[config.mk]
export PLATFORM = sky130hd
export DESIGN_NAME = block_min_max_rms_peak
export DESIGN_NICKNAME = d
export VERILOG_FILES = /design/src/hw/rtl/bmm_pkg.sv /design/src/hw/rtl/bmm_front.sv /design/src/hw/rtl/bmm_queue.sv /design/src/hw/rtl/bmm_back.sv /design/src/hw/rtl/block_min_max_rms_peak.sv
export SDC_FILE = /design/constraint.sdc
export NUM_CORES = 2
export LEC_CHECK = 0
export BUFFER_PORTS_ARGS = -buffer_cell sky130_fd_sc_hd__buf_4
export CAP_MARGIN = 20
export CORE_MARGIN = 2
export CORE_UTILIZATION = 55
export CTS_CLUSTER_DIAMETER = 40
export DETAILED_ROUTE_END_ITERATION = 10
export PLACE_DENSITY_LB_ADDON = 0.3
export SLEW_MARGIN = 0
export SYNTH_ARGS = -nofsm -noshare
export SYNTH_HDL_FRONTEND = slang
export SYNTH_SLANG_ARGS = --single-unit
[constraint.sdc]
create_clock -name i_clk -period 13.58 [get_ports i_clk]
set_input_delay 2.716 -clock i_clk [delete_from_list [all_inputs] [get_ports i_clk]]
set_output_delay 2.716 -clock i_clk [all_outputs]
set_load 0.05 [all_outputs]
[src/hw/rtl/bmm_pkg.sv]
// Shared types and constants of the block min/max/RMS level meter.
// Used by every module under hw/rtl; depends on nothing else.
`timescale 1ns / 1ps
`default_nettype none

package bmm_pkg;

    localparam int MAX_BLOCK_LEN = 4096;
    localparam int CNT_W         = $clog2(MAX_BLOCK_LEN) + 1;
    localparam int SQ_W          = 31;   // square of a Q1.15 magnitude, at most 2^30
    localparam int SUM_W         = SQ_W + $clog2(MAX_BLOCK_LEN);
    localparam int SAMPLE_W      = 16;
    localparam int MAG_W         = SAMPLE_W + 1;
    localparam int PEAK_W        = 17;
    localparam int OUT_W         = 16;
    localparam int BLKNUM_W      = 32;

    localparam logic [PEAK_W-1:0] PEAK_RESET = PEAK_W'(32768);

    // block record queue
    localparam int Q_DEPTH = 4;
    localparam int Q_PTR_W = $clog2(Q_DEPTH);
    localparam int Q_CNT_W = Q_PTR_W + 1;

    // back end iterations
    localparam int DIV_STEPS  = SUM_W;
    localparam int ROOT_IN_W  = 32;
    localparam int SQRT_STEPS = ROOT_IN_W / 2;
    localparam int STEP_W     = $clog2(DIV_STEPS);
    localparam int DREM_W     = CNT_W;
    localparam int SREM_W     = OUT_W + 2;

    // configuration register indexes
    localparam int CFG_IDX_W = 1;
    localparam logic [CFG_IDX_W-1:0] CFG_AUTO_SCALE = 1'd0;
    localparam logic [CFG_IDX_W-1:0] CFG_PAUSED     = 1'd1;

    typedef struct packed {
        logic signed [SAMPLE_W-1:0] blk_min;
        logic signed [SAMPLE_W-1:0] blk_max;
        logic [SUM_W-1:0]           sum;
        logic [CNT_W-1:0]           cnt;
        logic [OUT_W-1:0]           peak;
        logic [BLKNUM_W-1:0]        num;
    } t_blk;

    typedef struct packed {
        logic empty;
        logic almost_full;
    } t_q_status;

    typedef enum logic [1:0] {
        BS_IDLE,
        BS_DIV,
        BS_SQRT,
        BS_DONE
    } t_back_state;

    function automatic logic [MAG_W-1:0] mag16(input logic signed [SAMPLE_W-1:0] v);
        logic [MAG_W-1:0] ext;
        ext = {v[SAMPLE_W-1], v};
        return v[SAMPLE_W-1] ? (MAG_W'(0) - ext) : ext;
    endfunction

endpackage

`default_nettype wire

[src/hw/rtl/bmm_front.sv]
// Front end: takes samples, squares them, keeps the running block statistics
// and pushes one record per finished block. Depends on bmm_pkg.
`timescale 1ns / 1ps
`default_nettype none

module bmm_front (
    input  wire                                i_clk,
    input  wire                                i_rst_n,
    input  wire                                i_valid,
    output logic                               o_stall,
    input  wire signed [bmm_pkg::SAMPLE_W-1:0] i_sample,
    input  wire                                i_last,
    input  wire                                i_auto_scale,
    input  wire                                i_paused,
    input  bmm_pkg::t_q_status                 i_q_status,
    output logic                               o_push,
    output bmm_pkg::t_blk                      o_blk
);

    logic                                 accept;
    logic signed [2*bmm_pkg::SAMPLE_W-1:0] square;

    logic                                 r_v;
    logic                                 r_last;
    logic signed [bmm_pkg::SAMPLE_W-1:0]  r_s;
    logic [bmm_pkg::SQ_W-1:0]             r_sq;

    logic signed [bmm_pkg::SAMPLE_W-1:0]  r_min;
    logic signed [bmm_pkg::SAMPLE_W-1:0]  r_max;
    logic [bmm_pkg::SUM_W-1:0]            r_sum;
    logic [bmm_pkg::CNT_W-1:0]            r_cnt;
    logic [bmm_pkg::PEAK_W-1:0]           r_peak;
    logic [bmm_pkg::BLKNUM_W-1:0]         r_blocks;

    logic signed [bmm_pkg::SAMPLE_W-1:0]  n_min;
    logic signed [bmm_pkg::SAMPLE_W-1:0]  n_max;
    logic [bmm_pkg::SUM_W-1:0]            n_sum;
    logic [bmm_pkg::CNT_W-1:0]            n_cnt;
    logic [bmm_pkg::PEAK_W-1:0]           n_peak;
    logic [bmm_pkg::MAG_W-1:0]            mag_min;
    logic [bmm_pkg::MAG_W-1:0]            mag_max;
    logic [bmm_pkg::MAG_W-1:0]            mag_big;
    logic                                 first;
    logic                                 room;

    // Keep one slot free for the item already in the square stage.
    assign o_stall = i_q_status.almost_full;
    assign accept  = i_valid && !o_stall;
    assign square  = (2*bmm_pkg::SAMPLE_W)'(i_sample) * (2*bmm_pkg::SAMPLE_W)'(i_sample);

    always_ff @(posedge i_clk) begin
        if (!i_rst_n) begin
            r_v <= 1'b0;
        end else begin
            r_v <= accept && !i_paused;
        end
        if (accept) begin
            r_s    <= i_sample;
            r_last <= i_last;
            r_sq   <= square[bmm_pkg::SQ_W-1:0];
        end
    end

    always_comb begin
        first   = (r_cnt == '0);
        room    = (r_cnt < bmm_pkg::CNT_W'(bmm_pkg::MAX_BLOCK_LEN));
        n_min   = (first || (r_s < r_min)) ? r_s : r_min;
        n_max   = (first || (r_s > r_max)) ? r_s : r_max;
        n_sum   = room ? (r_sum + bmm_pkg::SUM_W'(r_sq)) : r_sum;
        n_cnt   = room ? (r_cnt + 1'b1) : r_cnt;
        mag_min = bmm_pkg::mag16(n_min);
        mag_max = bmm_pkg::mag16(n_max);
        mag_big = (mag_max > mag_min) ? mag_max : mag_min;
        n_peak  = (i_auto_scale && (bmm_pkg::PEAK_W'(mag_big) > r_peak))
                  ? bmm_pkg::PEAK_W'(mag_big) : r_peak;
    end

    always_ff @(posedge i_clk) begin
        if (!i_rst_n) begin
            r_sum    <= '0;
            r_cnt    <= '0;
            r_peak   <= bmm_pkg::PEAK_RESET;
            r_blocks <= '0;
        end else if (r_v) begin
            if (r_last) begin
                r_sum    <= '0;
                r_cnt    <= '0;
                r_peak   <= n_peak;
                r_blocks <= r_blocks + 1'b1;
            end else begin
                r_sum <= n_sum;
                r_cnt <= n_cnt;
            end
        end
    end

    always_ff @(posedge i_clk) begin
        if (r_v) begin
            r_min <= n_min;
            r_max <= n_max;
        end
    end

    assign o_push        = r_v && r_last;
    assign o_blk.blk_min = n_min;
    assign o_blk.blk_max = n_max;
    assign o_blk.sum     = n_sum;
    assign o_blk.cnt     = n_cnt;
    assign o_blk.peak    = n_peak[bmm_pkg::OUT_W-1:0];
    assign o_blk.num     = r_blocks;

endmodule

`default_nettype wire

[src/hw/rtl/bmm_queue.sv]
// Short queue of finished block records between front and back end.
// Depends on bmm_pkg.
`timescale 1ns / 1ps
`default_nettype none

module bmm_queue (
    input  wire                 i_clk,
    input  wire                 i_rst_n,
    input  wire                 i_push,
    input  bmm_pkg::t_blk       i_blk,
    input  wire                 i_pop,
    output bmm_pkg::t_blk       o_blk,
    output bmm_pkg::t_q_status  o_status
);

    bmm_pkg::t_blk                r_mem [bmm_pkg::Q_DEPTH];
    logic [bmm_pkg::Q_PTR_W-1:0]  r_wr;
    logic [bmm_pkg::Q_PTR_W-1:0]  r_rd;
    logic [bmm_pkg::Q_CNT_W-1:0]  r_count;
    logic                         do_pop;

    assign do_pop = i_pop && (r_count != '0);

    always_ff @(posedge i_clk) begin
        if (!i_rst_n) begin
            r_wr    <= '0;
            r_rd    <= '0;
            r_count <= '0;
        end else begin
            if (i_push) begin
                r_wr <= r_wr + 1'b1;
            end
            if (do_pop) begin
                r_rd <= r_rd + 1'b1;
            end
            case ({i_push, do_pop})
                2'b10:   r_count <= r_count + 1'b1;
                2'b01:   r_count <= r_count - 1'b1;
                default: r_count <= r_count;
            endcase
        end
    end

    always_ff @(posedge i_clk) begin
        if (i_push) begin
            r_mem[r_wr] <= i_blk;
        end
    end

    assign o_blk                = r_mem[r_rd];
    assign o_status.empty       = (r_count == '0);
    assign o_status.almost_full = (r_count >= bmm_pkg::Q_CNT_W'(bmm_pkg::Q_DEPTH - 1));

endmodule

`default_nettype wire

[src/hw/rtl/bmm_back.sv]
// Back end: per block, divides the sum of squares by the count one bit a cycle,
// takes the integer square root two bits a cycle and holds the result.
// Depends on bmm_pkg.
`timescale 1ns / 1ps
`default_nettype none

module bmm_back (
    input  wire                                 i_clk,
    input  wire                                 i_rst_n,
    input  bmm_pkg::t_q_status                  i_q_status,
    input  bmm_pkg::t_blk                       i_blk,
    output logic                                o_pop,
    output logic                                o_valid,
    input  wire                                 i_stall,
    output logic signed [bmm_pkg::SAMPLE_W-1:0] o_block_min,
    output logic signed [bmm_pkg::SAMPLE_W-1:0] o_block_max,
    output logic [bmm_pkg::OUT_W-1:0]           o_block_rms,
    output logic [bmm_pkg::OUT_W-1:0]           o_peak_amplitude,
    output logic [bmm_pkg::BLKNUM_W-1:0]        o_block_number
);

    bmm_pkg::t_back_state             r_state;
    bmm_pkg::t_back_state             n_state;
    logic [bmm_pkg::STEP_W-1:0]       r_step;
    bmm_pkg::t_blk                    r_rec;

    logic [bmm_pkg::SUM_W-1:0]        r_dvd;
    logic [bmm_pkg::DREM_W-1:0]       r_drem;
    logic [bmm_pkg::ROOT_IN_W-1:0]    r_x;
    logic [bmm_pkg::SREM_W-1:0]       r_srem;
    logic [bmm_pkg::OUT_W-1:0]        r_root;
    logic                             r_out_valid;

    logic                             div_last;
    logic                             sqrt_last;
    logic                             load_out;

    logic [bmm_pkg::DREM_W:0]         drem_sh;
    logic                             d_ge;
    logic [bmm_pkg::DREM_W:0]         drem_nx;
    logic [bmm_pkg::SUM_W-1:0]        n_dvd;

    logic [bmm_pkg::SREM_W+1:0]       srem_sh;
    logic [bmm_pkg::SREM_W+1:0]       trial;
    logic                             s_ge;
    logic [bmm_pkg::SREM_W+1:0]       srem_nx;

    assign div_last  = (r_step == bmm_pkg::STEP_W'(bmm_pkg::DIV_STEPS - 1));
    assign sqrt_last = (r_step == bmm_pkg::STEP_W'(bmm_pkg::SQRT_STEPS - 1));

    always_comb begin
        n_state = r_state;
        case (r_state)
            bmm_pkg::BS_IDLE: begin
                if (!i_q_status.empty) begin
                    n_state = bmm_pkg::BS_DIV;
                end
            end
            bmm_pkg::BS_DIV: begin
                if (div_last) begin
                    n_state = bmm_pkg::BS_SQRT;
                end
            end
            bmm_pkg::BS_SQRT: begin
                if (sqrt_last) begin
                    n_state = bmm_pkg::BS_DONE;
                end
            end
            bmm_pkg::BS_DONE: begin
                if (!r_out_valid || !i_stall) begin
                    n_state = bmm_pkg::BS_IDLE;
                end
            end
            default: n_state = bmm_pkg::BS_IDLE;
        endcase
    end

    always_comb begin
        o_pop    = 1'b0;
        load_out = 1'b0;
        case (r_state)
            bmm_pkg::BS_IDLE: o_pop    = !i_q_status.empty;
            bmm_pkg::BS_DONE: load_out = !r_out_valid || !i_stall;
            default: begin
                o_pop    = 1'b0;
                load_out = 1'b0;
            end
        endcase
    end

    // restoring division step
    always_comb begin
        drem_sh = {r_drem, r_dvd[bmm_pkg::SUM_W-1]};
        d_ge    = (drem_sh >= {1'b0, r_rec.cnt});
        drem_nx = d_ge ? (drem_sh - {1'b0, r_rec.cnt}) : drem_sh;
        n_dvd   = {r_dvd[bmm_pkg::SUM_W-2:0], d_ge};
    end

    // square root step
    always_comb begin
        srem_sh = {r_srem, r_x[bmm_pkg::ROOT_IN_W-1 -: 2]};
        trial   = {2'b00, r_root, 2'b01};
        s_ge    = (srem_sh >= trial);
        srem_nx = s_ge ? (srem_sh - trial) : srem_sh;
    end

    always_ff @(posedge i_clk) begin
        if (!i_rst_n) begin
            r_state     <= bmm_pkg::BS_IDLE;
            r_step      <= '0;
            r_out_valid <= 1'b0;
        end else begin
            r_state <= n_state;
            if (r_state != n_state) begin
                r_step <= '0;
            end else if ((r_state == bmm_pkg::BS_DIV) || (r_state == bmm_pkg::BS_SQRT)) begin
                r_step <= r_step + 1'b1;
            end
            if (load_out) begin
                r_out_valid <= 1'b1;
            end else if (!i_stall) begin
                r_out_valid <= 1'b0;
            end
        end
    end

    always_ff @(posedge i_clk) begin
        case (r_state)
            bmm_pkg::BS_IDLE: begin
                r_rec  <= i_blk;
                r_dvd  <= i_blk.sum;
                r_drem <= '0;
            end
            bmm_pkg::BS_DIV: begin
                r_dvd  <= n_dvd;
                r_drem <= drem_nx[bmm_pkg::DREM_W-1:0];
                if (div_last) begin
                    // quotient is at most 2^30, so its low word is all of it
                    r_x    <= n_dvd[bmm_pkg::ROOT_IN_W-1:0];
                    r_srem <= '0;
                    r_root <= '0;
                end
            end
            bmm_pkg::BS_SQRT: begin
                r_x    <= {r_x[bmm_pkg::ROOT_IN_W-3:0], 2'b00};
                r_srem <= srem_nx[bmm_pkg::SREM_W-1:0];
                r_root <= {r_root[bmm_pkg::OUT_W-2:0], s_ge};
            end
            default: begin
                r_dvd <= r_dvd;
            end
        endcase
        if (load_out) begin
            o_block_min      <= r_rec.blk_min;
            o_block_max      <= r_rec.blk_max;
            o_block_rms      <= r_root;
            o_peak_amplitude <= r_rec.peak;
            o_block_number   <= r_rec.num;
        end
    end

    assign o_valid = r_out_valid;

endmodule

`default_nettype wire

[src/hw/rtl/block_min_max_rms_peak.sv]
// Block level meter: min, max, RMS and peak of blocks of Q1.15 audio samples.
// Top level; depends on bmm_pkg, bmm_front, bmm_queue and bmm_back.
//
// Input channel (i_valid / o_stall): one signed sample per item, i_last set on
// the final sample of a block. Samples are taken one per cycle; o_stall rises
// only while the block record queue is nearly full.
// Output channel (o_valid / i_stall): one result per block, carrying min, max,
// floor RMS, running peak magnitude and the block number.
// Config channel (i_cfg_valid / o_cfg_ready, always ready): index 0 is
// auto_scale, index 1 is paused. While paused, samples are taken and dropped.
// The last sample of a block is squared and its record is pushed into the queue;
// the back end pops it, runs 43 division steps of one quotient bit and 16 root
// steps of two bits, then loads the output register and raises o_valid. It takes
// one block at a time; blocks arriving faster queue up in the four-entry queue
// and then stall the input. Samples run at one per cycle while o_stall is low.
// When the receiver stalls, the result register holds; the back end finishes
// the next block and waits, and the front keeps filling the queue.
// Synchronous reset clears the statistics, the queue and the output valid;
// auto_scale resets to 1, paused to 0, the peak to 32768.
`timescale 1ns / 1ps
`default_nettype none

module block_min_max_rms_peak (
    input  wire                                 i_clk,
    input  wire                                 i_rst_n,
    input  wire                                 i_valid,
    output logic                                o_stall,
    input  wire signed [bmm_pkg::SAMPLE_W-1:0]  i_sample,
    input  wire                                 i_last,
    output logic                                o_valid,
    input  wire                                 i_stall,
    output logic signed [bmm_pkg::SAMPLE_W-1:0] o_block_min,
    output logic signed [bmm_pkg::SAMPLE_W-1:0] o_block_max,
    output logic [bmm_pkg::OUT_W-1:0]           o_block_rms,
    output logic [bmm_pkg::OUT_W-1:0]           o_peak_amplitude,
    output logic [bmm_pkg::BLKNUM_W-1:0]        o_block_number,
    input  wire                                 i_cfg_valid,
    output logic                                o_cfg_ready,
    input  wire [bmm_pkg::CFG_IDX_W-1:0]        i_cfg_index,
    input  wire                                 i_cfg_data
);

    logic               r_auto_scale;
    logic               r_paused;
    logic               push;
    logic               pop;
    bmm_pkg::t_blk      front_blk;
    bmm_pkg::t_blk      q_blk;
    bmm_pkg::t_q_status q_status;

    assign o_cfg_ready = 1'b1;

    always_ff @(posedge i_clk) begin
        if (!i_rst_n) begin
            r_auto_scale <= 1'b1;
            r_paused     <= 1'b0;
        end else if (i_cfg_valid && o_cfg_ready) begin
            case (i_cfg_index)
                bmm_pkg::CFG_AUTO_SCALE: r_auto_scale <= i_cfg_data;
                bmm_pkg::CFG_PAUSED:     r_paused     <= i_cfg_data;
                default: begin
                    r_auto_scale <= r_auto_scale;
                end
            endcase
        end
    end

    bmm_front u_front (
        .i_clk        (i_clk),
        .i_rst_n      (i_rst_n),
        .i_valid      (i_valid),
        .o_stall      (o_stall),
        .i_sample     (i_sample),
        .i_last       (i_last),
        .i_auto_scale (r_auto_scale),
        .i_paused     (r_paused),
        .i_q_status   (q_status),
        .o_push       (push),
        .o_blk        (front_blk)
    );

    bmm_queue u_queue (
        .i_clk    (i_clk),
        .i_rst_n  (i_rst_n),
        .i_push   (push),
        .i_blk    (front_blk),
        .i_pop    (pop),
        .o_blk    (q_blk),
        .o_status (q_status)
    );

    bmm_back u_back (
        .i_clk            (i_clk),
        .i_rst_n          (i_rst_n),
        .i_q_status       (q_status),
        .i_blk            (q_blk),
        .o_pop            (pop),
        .o_valid          (o_valid),
        .i_stall          (i_stall),
        .o_block_min      (o_block_min),
        .o_block_max      (o_block_max),
        .o_block_rms      (o_block_rms),
        .o_peak_amplitude (o_peak_amplitude),
        .o_block_number   (o_block_number)
    );

endmodule

`default_nettype wire
**Word level (Yosys, flattened, before mapping)**

Memory sizes are Yosys's and may differ from the RTL's. A register that Yosys moved wholly into a read port is not among the register bits.
Index checks and enable logic that the tools add are counted.

- Output and inout port bits: 99
- Word-level logic and storage cells: 129
- Bits in writable memories: 544
- Memories: 1
- Input port bits: 24
- Flip-flop bits (word level): 515

Memories:

| name | depth | bits a word | read ports | clocked after Yosys merged registers in | write ports | line | text |
|---|---|---|---|---|---|---|---|
| u_queue.r_mem | 4 | 136 | 1 | 1 | 1 | bmm_queue.sv:16 | `bmm_pkg::t_blk r_mem [bmm_pkg::Q_DEPTH];` |

- Bitwise operators: 2
- Eq/ne operators: 10
- $add $sub $neg: 12
- Multipliers: 1
- Magnitude comparators: 8
- Reductions and logical operators: 27
- Multiplexer cells: 34

Operator list:

| operator | number |
|---|---|
| $mux 43 | 2 |
| $pmux 43 s2 | 1 |
| $mux 16 | 4 |
| $pmux 32 s2 | 1 |
| $mux 17 | 3 |
| $add 43x31->43 | 1 |
| $mux 13 | 3 |
| $mux 18 | 2 |
| $pmux 18 s2 | 1 |
| $gt 17x17->1 | 2 |
| $sub 1x16->17 const A | 2 |
| $add 32x1->32 const B | 1 |
| $mux 32 | 1 |
| $pmux 16 s2 | 1 |
| $mul 16x16->31 | 1 |
| $pmux 13 s2 | 1 |
| $ge 20x18->1 | 1 |
| $sub 18x18->18 | 1 |
| $gt 16x16->1 | 1 |
| $lt 16x16->1 | 1 |
| $ge 14x13->1 | 1 |
| $add 13x1->13 const B | 1 |
| $logic_not 13->1 | 1 |
| $lt 13x13->1 const B | 1 |
| 27 further kinds | 59 |

**Logic depth before layout (Yosys ltp)**

- Depth after elaboration: 10
- Gate-level depth with buffers: 39
- Depth with buffers taken out: 35

**By module**

Synthesis repeated with hierarchy kept, for this count alone.

- Cells, all modules: 3,933
- Area, all modules: 54,235.8 um2

Modules (own cells, without submodules):

| module | sequential area each (um2) | area an instance (um2) | times used | cells each |
|---|---|---|---|---|
| bmm_front | 4,464.3 | 21,100.2 | 1 | 2,340 |
| bmm_queue | 16,515.8 | 20,051.7 | 1 | 759 |
| bmm_back | 9,519.1 | 12,981.2 | 1 | 822 |
| block_min_max_rms_peak | 40.0 | 102.6 | 1 | 12 |

**Worst setup path after synthesis**

No wires, ideal clock.

- Kind: input to register
- Start point: input port i_stall
- End point: register u_back.o_block_max[0] in the netlist's numbering (enable)
- Arrival: 9.677 ns
- Buffers on the path: 0
- Library setup time: 0.696 ns
- Cell stages on the path: 1
- Setup slack: 3.207 ns
- Required time: 12.884 ns
- Cells stage by stage: a21boi_0

- Cells in the longest elaborated chain, start to end: 3

RTL lines:

| item | line | text |
|---|---|---|
| start: declaration | block_min_max_rms_peak.sv:31 | `input wire i_stall,` |
| $logic_not 1->1 | bmm_back.sv:83 | `bmm_pkg::BS_DONE: load_out = !r_out_valid \|\| !i_stall;` |
| $logic_or 1x1->1 | bmm_back.sv:83 |  |
| $mux 1 | bmm_back.sv:81 | `case (r_state)` |
| end signal: assignment | bmm_back.sv:155 | `o_block_max <= r_rec.blk_max;` |
| end: declaration | bmm_back.sv:16 | `output logic signed [bmm_pkg::SAMPLE_W-1:0] o_block_max,` |

Every way passes these cells.
A chain may end at the register's enable or synchronous reset.

==> results.md <==
* P_sw at 4.72 mW
* Via Count at 31.1k
* Unique cell type count in the Yosys netlist at 91
* Compound-Gate Fraction of Synth Area at 6.12%
* Row Count at 114
* Met2 WL post-DR at 52900 um
* Req. time, crit path at 14.16 ns
* Placer Congestion at 0.937
* Reg clk slew, reported paths at 0.06 ns
* Post-route ant nets at 0
* CTS tree: done
* Worst Reg-to-Reg Cells at 35
* Synth Area per Inst at 13.6 um^2
* Initial antenna violation count at 1
* Worst EP arrival at 10.27 ns
* Max Slew Vio Count at 0
* Reg power frac at 34.2%
* Port Buf Inserts at 121
* Area after DPL at 56200 um^2
* P&R area growth vs syn at 12.2%
* Worst Setup End Kind: flop
* Setup-failing EPs final at 0
* Sink Count at 1059
* Setup TNS at 0 ns
* Worst setup margin at 3.89 ns
* Vias in the first global route at 31.7k
* Nets@finish at 4577
* Drc violations at 0
* Int Pwr at 8.75 mW
* Syn. warnings at 0
* Hold_buf cts at 0
* Synth Area in XOR/XNOR at 2.76%
* Yosys reg bits at 1059
* Slowest stage cell, crit path: or4_1
* Cells after Synth at 3950
* Global-route wire length before repair at 176000 um
* GRT Total Usage at 22.3%
* Io pins at 123
* Postcts setup bufs at 0
* Non-filler cells, final at 5479
* VDD IR-drop max at 271 uV
* Post-CTS resize count at 0
* Mapped cell area at 53900 um^2
* Core Area at 96900 um^2
* Rel. slew slack at 31.3%
* Leakage at 23.4 nW
* Final non-filler cell area at 60400 um^2
* Post-synth EDFFs at 933
* Async SR Flop Fraction at 0%
* Seq/Total Area, Yosys at 56.7%
* Combinational share of power at 41.2%
* Final WL at 109000 um
* 1st-pass router iterations at 5
* Avg Vias per Cell at 5.68
* Simple-gate share of the synthesized area at 8.07%
* Worst Tran Pin Value at 1.00 ns
* Core Util, Final at 62.4%
* Largest family of logic cells by synthesized area: adder cells
* Place WS at 4.07 ns
* CTS Root Cell: clkbuf_16
* CP Max Fanout at 23
* Clk_skew at 0.0360 ns
* Clk pwr share at 24.6%
* Wl on met1 at 48400 um
* DIE AREA at 100000 um^2
* Congestion Overflow GR at 0
* Hold_ws at 0.417 ns
* WHS Path Cells at 0
* Pwr dens at 223 nW/um^2
* Maxcap violations at 0
* Initial Util at 55.6%
* Top layer in use: met4
* Crit-path most repeated cell: a21o_1
* Final HPWL DP at 73600 um
* Share of cells above drive strength 1 at 14.6%
* Total CTS buffers at 120
* Avg WL per Cell at 19.9 um
* Final worst path period need at 9.69 ns
* Die X at 317 um
* Sw Ratio at 35.0%
* Pwr Total at 13.5 mW
* Clock buffer depth at 3
* Worst skew pair latency at 0.69 ns
* Metal3 WL at 5910 um
* Die height at 317 um
* Mux share of post-synthesis cell area at 8.28%
* Worst Setup Start Kind: flop
* Largest net degree at the start of global routing at 70
* Post-synthesis adder-cell area fraction at 13.9%
* Hold/Removal Path Class: reg2reg
* Final worst path period share at 71.3%
* H-Tree Depth at 3
* Crit Path Category: reg2reg
* Status: finished clean
* Top FF cell, synth: edfxtp_1
* Initial DRC count at 2269
* RSZ-0062 raised after global routing: no
* Achievable clock frequency at 0.103 GHz
* Post-Place Cells at 5249
* Final Hold Viols at 0
* Slowest Stage Delay on Critical Path at 0.63 ns
==> cell families (layout without fill, tap and decap cells) <==
| logic type | count (synthesis) | in the layout |
|---|---|---|
| XOR/XNOR | 169 | 169 |
| AO/OA/AOI/OAI | 500 | 500 |
| buffers and inverters | 576 | 826 |
| other | 2 | 5 |
| multiplexers | 267 | 267 |
| AND/OR/NAND/NOR | 919 | 919 |
| flip-flops | 1059 | 1059 |
| adder cells (fa/ha/maj) | 458 | 458 |
==> registers in the layout, indices dropped and copies added, names as in the netlist, 15 cells and up, named ones only <==
name                     flops
u_back.o_block_max          16
u_back.o_block_min          16
u_back.o_block_number       32
u_back.o_block_rms          16
u_back.o_peak_amplitude     16
u_back.r_dvd                43
u_back.r_rec                93
u_back.r_root               16
u_back.r_srem               18
u_back.r_x                  32
u_front.r_blocks            32
u_front.r_max               16
u_front.r_min               16
u_front.r_peak              17
u_front.r_s                 15
u_front.r_sq                30
u_front.r_sum               43
u_queue.r_mem              544
==> power by group through the flow <==
| stage | sequential [mW] | clock, mW | combinational (mW) |
|---|---|---|---|
| after global routing | 4.65 | 3.51 | 6.31 |
| after detailed placement | 4.67 | 0 | 5.56 |
| after CTS | 4.61 | 3.37 | 5.60 |
| after global placement | 4.66 | 0 | 5.46 |
| final | 4.60 | 3.31 | 5.55 |
| after floorplan | 4.58 | 0 | 4.34 |
==> metal layers <==
layer	up-vias	global-route usage, %
met4	0	5.01
met1	15686	31.7
li1	14500	-
met5	-	0
met2	816	36.9
met3	138	2.91
==> cell usage in the layout (no fill, tap or decap), drive strengths merged, types with 28 or more instances in the layout <==
master / Yosys / final
edfxtp: 933 / 933
inv: 437 / 459
nand2: 339 / 339
fa: 235 / 235
ha: 223 / 223
nor2: 207 / 207
buf: 37 / 158
clkbuf: 100 / 144
mux4: 136 / 136
dfxtp: 126 / 126
a21oi: 119 / 119
o21ai: 118 / 118
xnor2: 97 / 97
and2: 83 / 83
xor2: 72 / 72
mux2i: 71 / 71
nand3: 70 / 70
mux2: 60 / 60
a21o: 51 / 51
clkinv: 2 / 50
nand4: 37 / 37
nor2b: 31 / 31
a22oi: 31 / 31
nor3: 28 / 28
==> worst max-delay path, delay by kind of cell (launching register included) <==
kind / cells / cell delay (ns)
and+or+nand+nor: 12 / 3.60
AOI/OAI and AO/OA: 14 / 2.85
adders and majority gates: 4 / 1.18
DFF: 1 / 0.55
muxes: 1 / 0.46
buffers and inverters: 3 / 0.58
xor gates and xnor gates: 1 / 0.33
==> path summary, 6_finish.rpt <==
kind / end / from / slack, ns
worst max-delay path: u_front.r_peak[15]$_SDFFE_PN1P_ / u_front.r_min[15]$_DFFE_PP_ / 3.89
worst max register to register: u_front.r_peak[15]$_SDFFE_PN1P_ / u_front.r_min[15]$_DFFE_PP_ / 3.89
worst min register to register: u_back.o_block_max[3]$_DFFE_PP_ / u_back.r_rec[107]$_DFFE_PN_ / 0.42
worst min-delay path: u_back.o_block_max[3]$_DFFE_PP_ / u_back.r_rec[107]$_DFFE_PN_ / 0.42
==> final cells by class <==
| cell class | instances | area [um^2] |
|---|---|---|
| antenna | 1 | 2.50 |
| clock inverter | 85 | 982 |
| tap | 1276 | 1600 |
| multi-input combinational | 2317 | 21200 |
| sequential | 1059 | 30500 |
| clock buffer | 144 | 3270 |
| fill | 7160 | 36400 |
| timing repair buffer | 158 | 1190 |
| inverter | 439 | 1650 |
==> synth_stat cells (37+ instances only) <==
cell type	number	share of area [%]
inv_1	435	3.0
a21oi_1	116	1.1
a21o_1	51	0.71
xnor2_1	96	1.6
nand4_1	37	0.43
edfxtp_1	933	52
nor2_1	207	1.4
clkbuf_1	100	0.70
ha_1	223	5.2
xor2_1	72	1.2
o21ai_0	112	1.0
nand3_1	69	0.64
mux4_2	136	5.7
fa_1	235	8.7
nand2_1	338	2.4
mux2_2	58	1.2
mux2i_1	70	1.3
and2_1	83	0.96
dfxtp_1	126	4.7
No activity file was read; power rests on OpenSTA's default activity.
